[config.mk]
export PLATFORM = sky130hd
export DESIGN_NAME = rtos_priority_task_scheduler_core
export DESIGN_NICKNAME = d
export VERILOG_FILES = /design/src/rtl/rtps_pkg.sv /design/src/rtl/rtps_ctrl.sv /design/src/rtl/rtps_dpath.sv /design/src/rtl/rtos_priority_task_scheduler_core.sv
export SDC_FILE = /design/constraint.sdc
export NUM_CORES = 2
export LEC_CHECK = 0
export BUFFER_PORTS_ARGS = -buffer_cell sky130_fd_sc_hd__buf_4
export CELL_PAD_IN_SITES_DETAIL_PLACEMENT = 1
export CELL_PAD_IN_SITES_GLOBAL_PLACEMENT = 2
export CORE_UTILIZATION = 47
export DETAILED_ROUTE_END_ITERATION = 6
export MAX_ROUTING_LAYER = met4
export PLACE_DENSITY_LB_ADDON = 0.1
export SETUP_SLACK_MARGIN = 0.5
export SLEW_MARGIN = 20
export SYNTH_ARGS = -nofsm -noshare
export SYNTH_HDL_FRONTEND = slang
export SYNTH_SLANG_ARGS = --single-unit
[constraint.sdc]
create_clock -name clk -period 17.6 [get_ports clk]
set_input_delay 0.88 -clock clk [delete_from_list [all_inputs] [get_ports clk]]
set_output_delay 0.88 -clock clk [all_outputs]
set_load 0.005 [all_outputs]
[src/rtl/rtps_pkg.sv]
// Shared types and constants of the priority task scheduler.
package rtps_pkg;

  localparam int DEF_MAX_TASKS = 16;
  localparam int DEF_PRIO_LEVELS = 32;

  localparam logic [7:0] DEPTH_MAX = 8'd255;
  localparam logic [7:0] SLICE_RST = 8'd10;

  localparam logic [1:0] ST_DONE = 2'd0;
  localparam logic [1:0] ST_IGNORED = 2'd1;
  localparam logic [1:0] ST_INVALID = 2'd2;

  localparam logic [1:0] REG_SLICE_RELOAD = 2'd0;

  typedef enum logic [2:0] {
    CMD_CREATE,
    CMD_DELAY,
    CMD_TICK,
    CMD_SUSPEND,
    CMD_RESUME,
    CMD_DELETE,
    CMD_LOCK,
    CMD_UNLOCK
  } cmd_t;

  typedef enum logic [3:0] {
    S_IDLE,
    S_EXEC,
    S_DEC,
    S_WSCAN,
    S_WCHK,
    S_WAKE,
    S_SLICE,
    S_PSCAN,
    S_OUT
  } state_t;

  typedef enum logic [3:0] {
    DP_NOP,
    DP_LOAD,
    DP_EXEC,
    DP_DEC,
    DP_WSCAN,
    DP_WAKE,
    DP_SLICE,
    DP_PSCAN,
    DP_COMMIT
  } dp_op_t;

  typedef struct packed {
    dp_op_t op;
  } dp_cmd_t;

  typedef struct packed {
    logic is_tick;
    logic scan_last;
    logic wfound;
  } dp_stat_t;

endpackage

[src/rtl/rtps_ctrl.sv]
// Control state machine that sequences the scheduler datapath.
module rtps_ctrl import rtps_pkg::*; (
  input  logic     clk,
  input  logic     rst_n,
  input  logic     in_valid,
  output logic     in_ready,
  output logic     out_valid,
  input  logic     out_ready,
  input  dp_stat_t stat,
  output dp_cmd_t  ctl
);

  state_t state_r, state_nxt;
  logic out_valid_r, out_valid_nxt;

  always_ff @(posedge clk) begin
    if (!rst_n) begin
      state_r <= S_IDLE;
      out_valid_r <= 1'b0;
    end else begin
      state_r <= state_nxt;
      out_valid_r <= out_valid_nxt;
    end
  end

  always_comb begin
    state_nxt = state_r;
    ctl.op = DP_NOP;
    in_ready = 1'b0;
    out_valid_nxt = out_valid_r && !out_ready;
    case (state_r)
      S_IDLE: begin
        in_ready = 1'b1;
        if (in_valid) begin
          ctl.op = DP_LOAD;
          state_nxt = S_EXEC;
        end
      end
      S_EXEC: begin
        ctl.op = DP_EXEC;
        state_nxt = stat.is_tick ? S_DEC : S_PSCAN;
      end
      S_DEC: begin
        ctl.op = DP_DEC;
        if (stat.scan_last) state_nxt = S_WSCAN;
      end
      S_WSCAN: begin
        ctl.op = DP_WSCAN;
        if (stat.scan_last) state_nxt = S_WCHK;
      end
      S_WCHK: begin
        state_nxt = stat.wfound ? S_WAKE : S_SLICE;
      end
      S_WAKE: begin
        ctl.op = DP_WAKE;
        state_nxt = S_WSCAN;
      end
      S_SLICE: begin
        ctl.op = DP_SLICE;
        state_nxt = S_PSCAN;
      end
      S_PSCAN: begin
        ctl.op = DP_PSCAN;
        if (stat.scan_last) state_nxt = S_OUT;
      end
      S_OUT: begin
        if (!out_valid_r || out_ready) begin
          ctl.op = DP_COMMIT;
          out_valid_nxt = 1'b1;
          state_nxt = S_IDLE;
        end
      end
      default: state_nxt = S_IDLE;
    endcase
  end

  assign out_valid = out_valid_r;

endmodule

[src/rtl/rtps_dpath.sv]
// Task slot state, command execution, slot scans and result registers.
module rtps_dpath import rtps_pkg::*; #(
  parameter int MAX_TASKS = DEF_MAX_TASKS,
  parameter int PRIO_LEVELS = DEF_PRIO_LEVELS
) (
  input  logic        clk,
  input  logic        rst_n,
  input  dp_cmd_t     ctl,
  output dp_stat_t    stat,
  input  logic [7:0]  slice_reload,
  input  logic [2:0]  in_command,
  input  logic [3:0]  in_task_id,
  input  logic [4:0]  in_priority_req,
  input  logic [15:0] in_delay_ticks,
  output logic        out_switch_request,
  output logic [3:0]  out_next_task,
  output logic [3:0]  out_current_task,
  output logic [1:0]  out_status
);

  localparam int IW = $clog2(MAX_TASKS);
  localparam int PW = $clog2(PRIO_LEVELS);
  localparam logic [PW-1:0] PRIO_LOW = PW'(PRIO_LEVELS - 1);
  localparam logic [IW-1:0] LAST_SLOT = IW'(MAX_TASKS - 1);

  logic          valid_r   [MAX_TASKS];
  logic [PW-1:0] prio_r    [MAX_TASKS];
  logic [15:0]   dleft_r   [MAX_TASKS];
  logic          delayed_r [MAX_TASKS];
  logic          susp_r    [MAX_TASKS];
  logic [7:0]    sdepth_r  [MAX_TASKS];
  logic [7:0]    slice_r   [MAX_TASKS];
  logic [31:0]   rstamp_r  [MAX_TASKS];
  logic [31:0]   dstamp_r  [MAX_TASKS];
  logic          waking_r  [MAX_TASKS];

  logic [31:0]   ocnt_r;
  logic [7:0]    lock_r;
  logic [IW-1:0] run_r;
  cmd_t          cmd_r;
  logic [3:0]    id_r;
  logic [4:0]    preq_r;
  logic [15:0]   ticks_r;
  logic [1:0]    st_r;
  logic [IW-1:0] cnt_r;
  logic          found_r;
  logic [IW-1:0] best_r;
  logic [PW-1:0] bprio_r;
  logic [31:0]   bstamp_r;
  logic          wfound_r;
  logic [IW-1:0] wbest_r;
  logic [31:0]   wstamp_r;

  logic          sw_r;
  logic [3:0]    nxt_task_r;
  logic [3:0]    cur_task_r;
  logic [1:0]    ost_r;

  logic          id_ok;
  logic [IW-1:0] sid;
  logic [IW-1:0] idx;
  logic          rd_ready;
  logic [7:0]    reload;
  logic [PW-1:0] prio_sat;
  logic          scanning;
  logic [IW-1:0] pick;
  logic          do_sw;

  assign id_ok = 32'(id_r) < 32'(MAX_TASKS);
  assign sid = IW'(id_r);
  assign reload = (slice_reload == 8'd0) ? 8'd1 : slice_reload;
  assign prio_sat = (32'(preq_r) > 32'(PRIO_LEVELS - 1)) ? PRIO_LOW : PW'(preq_r);
  assign scanning = (ctl.op == DP_DEC) || (ctl.op == DP_WSCAN) || (ctl.op == DP_PSCAN);

  always_comb begin
    case (ctl.op)
      DP_DEC, DP_WSCAN, DP_PSCAN: idx = cnt_r;
      DP_WAKE: idx = wbest_r;
      DP_SLICE: idx = run_r;
      DP_EXEC: idx = (cmd_r == CMD_DELAY) ? run_r : sid;
      default: idx = sid;
    endcase
  end

  assign rd_ready = valid_r[idx] && !delayed_r[idx] && !susp_r[idx];
  assign pick = found_r ? best_r : run_r;
  assign do_sw = found_r && (lock_r == 8'd0) && (best_r != run_r);

  always_ff @(posedge clk) begin
    if (!rst_n) begin
      for (int s = 0; s < MAX_TASKS; s++) begin
        valid_r[s] <= (s == 0);
        prio_r[s] <= (s == 0) ? PRIO_LOW : '0;
        dleft_r[s] <= '0;
        delayed_r[s] <= 1'b0;
        susp_r[s] <= 1'b0;
        sdepth_r[s] <= '0;
        slice_r[s] <= SLICE_RST;
        rstamp_r[s] <= '0;
        dstamp_r[s] <= '0;
        waking_r[s] <= 1'b0;
      end
      ocnt_r <= 32'd1;
      lock_r <= '0;
      run_r <= '0;
      cnt_r <= '0;
      found_r <= 1'b0;
      wfound_r <= 1'b0;
    end else begin
      cnt_r <= (scanning && !(cnt_r == LAST_SLOT)) ? cnt_r + 1'b1 : '0;
      case (ctl.op)
        DP_LOAD: begin
          cmd_r <= cmd_t'(in_command);
          id_r <= in_task_id;
          preq_r <= in_priority_req;
          ticks_r <= in_delay_ticks;
        end
        DP_EXEC: begin
          found_r <= 1'b0;
          wfound_r <= 1'b0;
          st_r <= ST_DONE;
          case (cmd_r)
            CMD_CREATE: begin
              if (!id_ok) st_r <= ST_INVALID;
              else if (valid_r[idx]) st_r <= ST_IGNORED;
              else begin
                valid_r[idx] <= 1'b1;
                prio_r[idx] <= prio_sat;
                dleft_r[idx] <= '0;
                delayed_r[idx] <= 1'b0;
                susp_r[idx] <= 1'b0;
                sdepth_r[idx] <= '0;
                slice_r[idx] <= reload;
                dstamp_r[idx] <= '0;
                rstamp_r[idx] <= ocnt_r;
                ocnt_r <= ocnt_r + 32'd1;
              end
            end
            CMD_DELAY: begin
              if (!rd_ready) st_r <= ST_IGNORED;
              else begin
                dleft_r[idx] <= (ticks_r == 16'd0) ? 16'd1 : ticks_r;
                delayed_r[idx] <= 1'b1;
                dstamp_r[idx] <= ocnt_r;
                ocnt_r <= ocnt_r + 32'd1;
              end
            end
            CMD_SUSPEND: begin
              if (!id_ok || !valid_r[idx]) st_r <= ST_INVALID;
              else if (delayed_r[idx]) st_r <= ST_IGNORED;
              else if (susp_r[idx]) begin
                if (sdepth_r[idx] < DEPTH_MAX) sdepth_r[idx] <= sdepth_r[idx] + 8'd1;
              end else begin
                susp_r[idx] <= 1'b1;
                sdepth_r[idx] <= 8'd1;
              end
            end
            CMD_RESUME: begin
              if (!id_ok || !valid_r[idx]) st_r <= ST_INVALID;
              else if (!susp_r[idx]) st_r <= ST_IGNORED;
              else if (sdepth_r[idx] <= 8'd1) begin
                sdepth_r[idx] <= '0;
                susp_r[idx] <= 1'b0;
                rstamp_r[idx] <= ocnt_r;
                ocnt_r <= ocnt_r + 32'd1;
              end else begin
                sdepth_r[idx] <= sdepth_r[idx] - 8'd1;
              end
            end
            CMD_DELETE: begin
              if (!id_ok || !valid_r[idx]) st_r <= ST_INVALID;
              else begin
                valid_r[idx] <= 1'b0;
                delayed_r[idx] <= 1'b0;
                susp_r[idx] <= 1'b0;
                sdepth_r[idx] <= '0;
                dleft_r[idx] <= '0;
              end
            end
            CMD_LOCK: begin
              if (lock_r >= DEPTH_MAX) st_r <= ST_IGNORED;
              else lock_r <= lock_r + 8'd1;
            end
            CMD_UNLOCK: begin
              if (lock_r == 8'd0) st_r <= ST_IGNORED;
              else lock_r <= lock_r - 8'd1;
            end
            default: ;
          endcase
        end
        DP_DEC: begin
          if (valid_r[idx] && delayed_r[idx]) begin
            if (dleft_r[idx] <= 16'd1) begin
              dleft_r[idx] <= '0;
              waking_r[idx] <= 1'b1;
            end else begin
              dleft_r[idx] <= dleft_r[idx] - 16'd1;
            end
          end
        end
        DP_WSCAN: begin
          if (waking_r[idx] && (!wfound_r || dstamp_r[idx] > wstamp_r)) begin
            wfound_r <= 1'b1;
            wbest_r <= idx;
            wstamp_r <= dstamp_r[idx];
          end
        end
        DP_WAKE: begin
          wfound_r <= 1'b0;
          waking_r[idx] <= 1'b0;
          delayed_r[idx] <= 1'b0;
          rstamp_r[idx] <= ocnt_r;
          ocnt_r <= ocnt_r + 32'd1;
        end
        DP_SLICE: begin
          found_r <= 1'b0;
          if (valid_r[idx]) begin
            if (slice_r[idx] <= 8'd1) begin
              slice_r[idx] <= reload;
              if (rd_ready) begin
                rstamp_r[idx] <= ocnt_r;
                ocnt_r <= ocnt_r + 32'd1;
              end
            end else begin
              slice_r[idx] <= slice_r[idx] - 8'd1;
            end
          end
        end
        DP_PSCAN: begin
          if (rd_ready && (!found_r || prio_r[idx] < bprio_r ||
              (prio_r[idx] == bprio_r && rstamp_r[idx] < bstamp_r))) begin
            found_r <= 1'b1;
            best_r <= idx;
            bprio_r <= prio_r[idx];
            bstamp_r <= rstamp_r[idx];
          end
        end
        DP_COMMIT: begin
          if (do_sw) run_r <= best_r;
          sw_r <= do_sw;
          nxt_task_r <= 4'(pick);
          cur_task_r <= do_sw ? 4'(best_r) : 4'(run_r);
          ost_r <= st_r;
        end
        default: ;
      endcase
    end
  end

  assign stat.is_tick = (cmd_r == CMD_TICK);
  assign stat.scan_last = (cnt_r == LAST_SLOT);
  assign stat.wfound = wfound_r;

  assign out_switch_request = sw_r;
  assign out_next_task = nxt_task_r;
  assign out_current_task = cur_task_r;
  assign out_status = ost_r;

endmodule

[src/rtl/rtos_priority_task_scheduler_core.sv]
// Top level of the priority task scheduler with round-robin time slicing.
//
// Requests enter on the in_ channel (valid/ready) and each produces exactly
// one result on the out_ channel (valid/ready). The slice_reload register is
// written through the APB-style port at byte address 0 and read back there.
// A request is taken only while the block is idle. A non-tick request is
// executed and then passes the selection scan, which visits one task slot
// per cycle, before its result is registered. The next request is taken
// only once that result has been registered, so requests never overlap.
// A tick adds, before the selection scan, a countdown scan of all slots, a
// wake scan, a wake step and a further wake scan for each task that wakes,
// and the slice update of the running task.
// The result sits in an output register; if the receiver stalls, the block
// holds it and waits before finishing the next request.
// Reset is synchronous: slot 0 holds the ready idle task at the lowest
// priority and is running, the lock depth is zero, the stamp counter is one
// and slice_reload is ten.
module rtos_priority_task_scheduler_core import rtps_pkg::*; #(
  parameter int MAX_TASKS = DEF_MAX_TASKS,
  parameter int PRIO_LEVELS = DEF_PRIO_LEVELS
) (
  input  logic        clk,
  input  logic        rst_n,
  input  logic        psel,
  input  logic        penable,
  input  logic        pwrite,
  input  logic [1:0]  paddr,
  input  logic [31:0] pwdata,
  output logic [31:0] prdata,
  output logic        pready,
  input  logic        in_valid,
  output logic        in_ready,
  input  logic [2:0]  in_command,
  input  logic [3:0]  in_task_id,
  input  logic [4:0]  in_priority_req,
  input  logic [15:0] in_delay_ticks,
  output logic        out_valid,
  input  logic        out_ready,
  output logic        out_switch_request,
  output logic [3:0]  out_next_task,
  output logic [3:0]  out_current_task,
  output logic [1:0]  out_status
);

  logic [7:0] reload_r;
  dp_cmd_t    ctl;
  dp_stat_t   stat;

  assign pready = 1'b1;

  always_ff @(posedge clk) begin
    if (!rst_n) begin
      reload_r <= SLICE_RST;
    end else if (psel && penable && pwrite && (paddr == REG_SLICE_RELOAD)) begin
      reload_r <= pwdata[7:0];
    end
  end

  assign prdata = {24'd0, reload_r};

  rtps_ctrl u_ctrl (
    .clk       (clk),
    .rst_n     (rst_n),
    .in_valid  (in_valid),
    .in_ready  (in_ready),
    .out_valid (out_valid),
    .out_ready (out_ready),
    .stat      (stat),
    .ctl       (ctl)
  );

  rtps_dpath #(
    .MAX_TASKS   (MAX_TASKS),
    .PRIO_LEVELS (PRIO_LEVELS)
  ) u_dpath (
    .clk                (clk),
    .rst_n              (rst_n),
    .ctl                (ctl),
    .stat               (stat),
    .slice_reload       (reload_r),
    .in_command         (in_command),
    .in_task_id         (in_task_id),
    .in_priority_req    (in_priority_req),
    .in_delay_ticks     (in_delay_ticks),
    .out_switch_request (out_switch_request),
    .out_next_task      (out_next_task),
    .out_current_task   (out_current_task),
    .out_status         (out_status)
  );

  a_switch_target: assert property (@(posedge clk) disable iff (!rst_n)
    out_valid && out_switch_request |-> out_next_task == out_current_task)
    else $error("switch result names a different running task");

  a_status_code: assert property (@(posedge clk) disable iff (!rst_n)
    out_valid |-> out_status != 2'd3)
    else $error("undefined status code");

  a_one_at_a_time: assert property (@(posedge clk) disable iff (!rst_n)
    in_valid && in_ready |=> !in_ready)
    else $error("request taken while another is in progress");

endmodule

Word-level counts from Yosys, hierarchy flattened
Memories as Yosys holds them, arrays and structs flattened. Index checks and enable logic that the tools add are counted.

Flip-flop bits (word level): 181. Bits in writable memories: 1680. Input port bits: 69. Output and inout port bits: 46. Logic and storage cells: 346. Memories kept: 10.

$add $sub $neg: 8. Order comparisons: 8. Eq/ne operators: 42. Multiplexer cells: 172. Bitwise operators: 23. Reductions and logical operators: 60.

Memories: u_dpath.dstamp_r (depth 16, width 32, read ports 1, clocked after memory_dff 0, wr ports 16, RTL line rtps_dpath.sv:34) `logic [31:0] dstamp_r [MAX_TASKS];`; u_dpath.rstamp_r (depth 16, width 32, read ports 1, clocked after memory_dff 0, wr ports 16, RTL line rtps_dpath.sv:33) `logic [31:0] rstamp_r [MAX_TASKS];`; u_dpath.dleft_r (depth 16, width 16, read ports 1, clocked after memory_dff 0, wr ports 16, RTL line rtps_dpath.sv:28) `logic [15:0] dleft_r [MAX_TASKS];`; u_dpath.sdepth_r (depth 16, width 8, read ports 1, clocked after memory_dff 0, wr ports 16, RTL line rtps_dpath.sv:31) `logic [7:0] sdepth_r [MAX_TASKS];`; u_dpath.slice_r (depth 16, width 8, read ports 1, clocked after memory_dff 0, wr ports 16, RTL line rtps_dpath.sv:32) `logic [7:0] slice_r [MAX_TASKS];`; u_dpath.prio_r (depth 16, width 5, read ports 1, clocked after memory_dff 0, wr ports 16, RTL line rtps_dpath.sv:27) `logic [PW-1:0] prio_r [MAX_TASKS];`; +4 memories.

Operators with widths (number): two-way mux 32 bit (13); case mux 32 bit (3 select lines) (2); two-way mux 1 bit (107); two-way mux 16 bit (6); two-way mux 8 bit (12); two-way mux 4 bit (19); OR reduction 32 bit (2); case mux 4 bit (9 select lines) (1); adder 32 x 1 -> 32 bit, second input constant (1); == test 4 x 3 -> 1 bit, second input constant (8); greater-than comparator 32 bit (1); < comparator 32 bit (1); case mux 4 bit (8 select lines) (1); subtractor 8 x 1 -> 8 bit, second input constant (3); bitwise OR 1 bit (23); adder 8 x 1 -> 8 bit, second input constant (2); == test 4 x 2 -> 1 bit, second input constant (4); <= comparator 16 x 1 -> 1 bit, second input constant (1); <= comparator 8 x 1 -> 1 bit, second input constant (2); zero test 16 bit (1); zero test 8 bit (2); != test 2 bit, second input constant (8); case mux 4 bit (4 select lines) (1); case mux 8 bit (2 select lines) (1); 40 further kinds (91).

Longest topological paths before layout
An unclocked memory read counts as a cell.

Word-level depth: 24. Mapped depth: 34. Mapped depth without buffers: 22.

Modules after synthesis
Synthesis repeated with hierarchy kept, for this count alone.

Cell total of the unflattened synthesis: 6465. Area, all modules: 85567.1 um^2.

Modules (own cells, without submodules): rtps_dpath (times used 1, cells an instance 6358, area each 84672.5 um^2, sequential area each 54362.1 um^2); rtos_priority_task_scheduler_core (times used 1, cells an instance 63, area each 534.3 um^2, sequential area each 160.2 um^2); rtps_ctrl (times used 1, cells an instance 44, area each 360.3 um^2, sequential area each 100.1 um^2).

Worst setup path before layout
OpenSTA, ideal clock, no wires.

Path type: register to register. Start: reg u_dpath.cmd_r[2]. End: reg u_dpath.wbest_r[0], enable pin. Arrival time: 8.169 ns. Data required time: 17.126 ns. Setup slack: 8.957 ns. Cell stages (with the launch flop): 33. Path buffers: 12. Path through: edfxtp_1 buf_4 nor3b_4 mux2_2 a211oi_2 inv_2 buf_2 buf_4 buf_4 buf_2 buf_2 buf_2 buf_1 clkbuf_1 clkbuf_1 clkbuf_1 buf_2 nand3_1 a311oi_1 a31oi_1 ha_1 nor2b_1 o21a_1 o21a_1 o21a_1 o21a_1 o21ai_0 nand2b_1 a21oi_1 or3_1 a21oi_1 o22ai_1 nor3_1.

Cells in the longest elaborated chain, start to end: 8.

Ends and longest elaborated chain: from (decl) (RTL line rtps_dpath.sv:40) `cmd_t cmd_r;`; from (signal assigned) (RTL line rtps_dpath.sv:113) `cmd_r <= cmd_t'(in_command);`; == test 3 x 1 -> 1 bit * (RTL line rtps_dpath.sv:80) `DP_EXEC: idx = (cmd_r == CMD_DELAY) ? run_r : sid;`; two-way mux 4 bit * (RTL line rtps_dpath.sv:80); case mux 4 bit (4 select lines) * (RTL line rtps_dpath.sv:76) `case (ctl.op)`; memory (16 x 32 bit); greater-than comparator 32 bit (RTL line rtps_dpath.sv:202) `if (waking_r[idx] && (!wfound_r || dstamp_r[idx] > wstamp_r)) begin`; logical OR 1 bit (RTL line rtps_dpath.sv:202); logical AND 1 bit * (RTL line rtps_dpath.sv:202); AND reduction 3 bit (no line) *; to (signal assigned) (RTL line rtps_dpath.sv:204) `wbest_r <= idx;`; to (decl) (RTL line rtps_dpath.sv:51) `logic [IW-1:0] wbest_r;`.

Mark *: on every way between the ends. The rest lies on a longest branch, timed or not. A chain may end at the register's enable or synchronous reset.

Worst setup path in the final report
Start: reg u_dpath.cmd_r[0]. End: reg u_dpath.wstamp_r[11] (read register of u_dpath.dstamp_r), enable pin.

Cells in the longest elaborated chain, start to end: 8.

Ends and longest elaborated chain: == test 3 x 1 -> 1 bit * (RTL line rtps_dpath.sv:80); two-way mux 4 bit * (RTL line rtps_dpath.sv:80); case mux 4 bit (4 select lines) * (RTL line rtps_dpath.sv:76); memory (16 x 32 bit); greater-than comparator 32 bit (RTL line rtps_dpath.sv:202); logical OR 1 bit (RTL line rtps_dpath.sv:202); logical AND 1 bit * (RTL line rtps_dpath.sv:202); AND reduction 3 bit (no line) *; to (decl) (RTL line rtps_dpath.sv:52) `logic [31:0] wstamp_r;`.

Marks and branches as above.

==> flow_summary.ini <==
[synthesis]
synth_top_area_share_pct = 60.5
synthFlopType = edfxtp_1
syn_avg_cell_area_um2 = 11.3
ys_async_sr_fraction_pct = 0
synth-xor-area-share_pct = 0.387
synth_fa_ha_area_share_pct = 1.24
netlist_area_um2 = 86100
yosys.area_share.simple_pct = 21.1
ys_ff_latch = 1861
yosysMostFrequentCell = edfxtp_1
synth_top_family_by_area = simple AND/OR/NAND/NOR gates
yosys_warnings = 0
ys_seq_area_share_pct = 63.4
synthMuxAreaShare_pct = 3.66
synth_enable_flop_cells = 1735
synthTopCellsByCount = edfxtp_1 (1735), nand2_1 (1379), nor2_1 (1084)
synth_cell_types = 98
netlist_instances = 7644
synth_compound_area_share_pct = 6.35
yosysTopAreaCell = edfxtp_1
synth_area_leaders = edfxtp_1 (61%), nand2_1 (6.0%), nor2_1 (4.7%)

[power]
p_clk_share_pct = 27.0
cellLeakagePower_nw = 33.0
p_comb_share_pct = 39.7
switching_share_pct = 40.5
p_per_area_nw_per_um2 = 162
power_frac_seq_pct = 33.4
ir_drop_mv = 0.163
p_switching_mw = 6.26
p_int_mw = 9.19

[clocking]
cts.repair.resized = 0
clock_path_buffers = 3
cts_buffers = 202
hold_buffers = 0
clk_latency_ns = 0.88
clk_pin_slew_ns = 0.06
tritoncts = built
htreeDepth = 4
cts_root_buf = clkbuf_16
numClockSinks = 1861
cts_setup_buffers = 0

[sta]
drv_slew = 0
hold_viol_final = 0
finalClockSkew_ns = 0.0315
fin_crit_sh_pct = 54.0
max_clock_freq_mhz = 105
fin_setup_tns_ns = 0
slew_headroom_pct = 21.1
worstMarginPinSlew_ns = 1.18
rsz0062_at_grt = false
setup_viol = 0
fin_crit_ns = 9.51

[routing]
drtPass1Iterations = 5
avgRoutedWirePerCell_um = 28.7
vias = 61300
drt_iter0_markers = 5735
via_per_inst = 6.14
drt_wl_total_um = 286000
drtAntennaViolNets = 0
drc = 0

[die]
dieArea_um2 = 185000
start_util_pct = 47.5
ioPinCount = 115
rows = 156
die_x_um = 430
die_h_um = 430
coreArea_um2 = 181000

[job]
cap_viol_max_count = 0

[final_layout]
nFillCells = 18600
register_area_um2 = 54600
finish.utilization_pct = 52.5
syn2layout_area_growth_pct = 10.6
multi_input_area_um2 = 29000
drive_gt1_share_pct = 10.3
nets = 7592

[global_route]
grt_antenna_before_repair = 7
first_global_vias = 63200
track_usage_pct = 31.9
grt_pass1_wl_um = 422000
overflow = 0
grt_max_degree = 125

[min_path]
min-delay-start = in_priority_req[2]
hold_class = in -> reg

[critical_path]
crit_path_start = u_dpath.cmd_r[0]
path_max_fanout = 57
path_class = reg -> reg
worstPathArrival_ns = 9.99
crit_required_ns = 18.08
endpoint_kind = register
start_kind = register
r2r_start = u_dpath.cmd_r[0]

[placement]
place_congestion = 0.833
io_buffers = 65
dp_hpwl_um = 164000

[status]
outcome = finished clean
## power groups by stage
stage	sequential (mW)	combinational (mW)	clock, mW
3_3_place_gp	5.23	5.98	0
4_1_cts	5.15	6.13	4.22
2_1_floorplan	5.20	3.92	0
5_1_grt	5.16	6.57	4.37
3_5_place_dp	5.24	6.09	0
6_report	5.15	6.13	4.17
## worst max-delay path: stages, from the launching register on
cell and delay (ns):
edfxtp_1 0.71, nor3b_4 0.31, buf_4 0.22, mux2_2 0.37
a211oi_4 0.37, buf_4 0.58, buf_4 0.68, buf_4 0.66
buf_4 0.69, nand2_1 0.10, and3_1 0.18, a311oi_1 0.28
a311oi_1 0.09, a31oi_1 0.40, ha_1 0.22, nor2b_1 0.13
o21a_1 0.12, o21a_1 0.11, o21a_1 0.10, o21a_1 0.11
o21ai_0 0.12, nand2b_1 0.11, a21oi_1 0.08, or3_1 0.32
a21oi_1 0.17, o22ai_1 0.29, nor3_2 0.74, buf_4 0.58
## layout make-up
| type | instances | share of cell area, % |
|---|---|---|
| diodes | 6 | 0.0158 |
| clock buffers | 288 | 5.84 |
| clock inverters | 83 | 0.856 |
| inverters | 104 | 0.434 |
| multi-input cells | 5037 | 30.4 |
| flip-flops and latches | 1861 | 57.4 |
| well taps | 2370 | 3.11 |
| repair buffers | 233 | 1.94 |
## final timing paths
check                                        endpoint  slack, ns  cells past startpoint
worst min-delay path                u_dpath.preq_r[2]       0.19                      1
worst min register to register  u_dpath.delayed_r[12]       0.50                      2
worst max-delay path             u_dpath.wstamp_r[11]       8.09                     27
worst max register to register   u_dpath.wstamp_r[11]       8.09                     27
## layer usage
layer | track usage, % | vias up | share of wire [%]
met1 | 41.4 | 31900 | 42
met3 | 3.60 | 498 | 5.8
met5 | - | - | 0
met2 | 52.0 | 2034 | 49
met4 | 10.9 | 0 | 3.5
li1 | - | 26800 | -
## through the flow
stage | hold slack (ns) | power [mW] | instance area [um2] | std cells | setup WS, ns
2_1_floorplan | 0.400 | 9.12 | 86200 | 7667 | 8.96
6_report | 0.186 | 15.4 | 95200 | 9982 | 8.09
3_5_place_dp | 0.480 | 11.3 | 88800 | 9605 | 8.25
4_1_cts | 0.128 | 15.5 | 95200 | 9976 | 8.19
3_3_place_gp | 0.462 | 11.2 | 88800 | 9605 | 8.29
5_1_grt | 0.155 | 16.1 | 95200 | 9979 | 7.63
## logic make-up (layout without fill, tap and decap cells)
kind of cell    Yosys count  after routing
mux                     165            165
buf+inv                 769            708
flops                  1861           1861
xor+xnor                 38             38
other cells               2             31
simple gates           3990           3990
compound gates          734            734
fa+ha+maj                85             85
## flip-flops by register name, indices dropped and copies added, names as in the netlist, 8 cells and up
signal / cells
reload_r: 8
u_dpath.bstamp_r: 32
u_dpath.delayed_r: 16
u_dpath.dleft_r: 256
u_dpath.dstamp_r: 512
u_dpath.lock_r: 8
u_dpath.ocnt_r: 32
u_dpath.prio_r: 80
u_dpath.rstamp_r: 512
u_dpath.sdepth_r: 128
u_dpath.slice_r: 128
u_dpath.susp_r: 16
u_dpath.ticks_r: 16
u_dpath.valid_r: 16
u_dpath.waking_r: 16
u_dpath.wstamp_r: 32
## cells in the final DEF (no fill, tap or decap), drive strengths merged, types with 64 or more instances in the layout
cell | netlist | routed
a21oi | 98 | 98
ha | 83 | 83
mux4 | 116 | 116
nand3 | 608 | 608
and3 | 96 | 96
nand2 | 1380 | 1380
nor3 | 113 | 113
a311oi | 145 | 145
nor2 | 1112 | 1112
edfxtp | 1735 | 1735
inv | 101 | 109
buf | 191 | 232
and2 | 467 | 467
a31oi | 78 | 78
clkinv | 3 | 64
clkbuf | 474 | 289
dfxtp | 126 | 126
o21ai | 148 | 148
(Power assumes the default switching activity.)
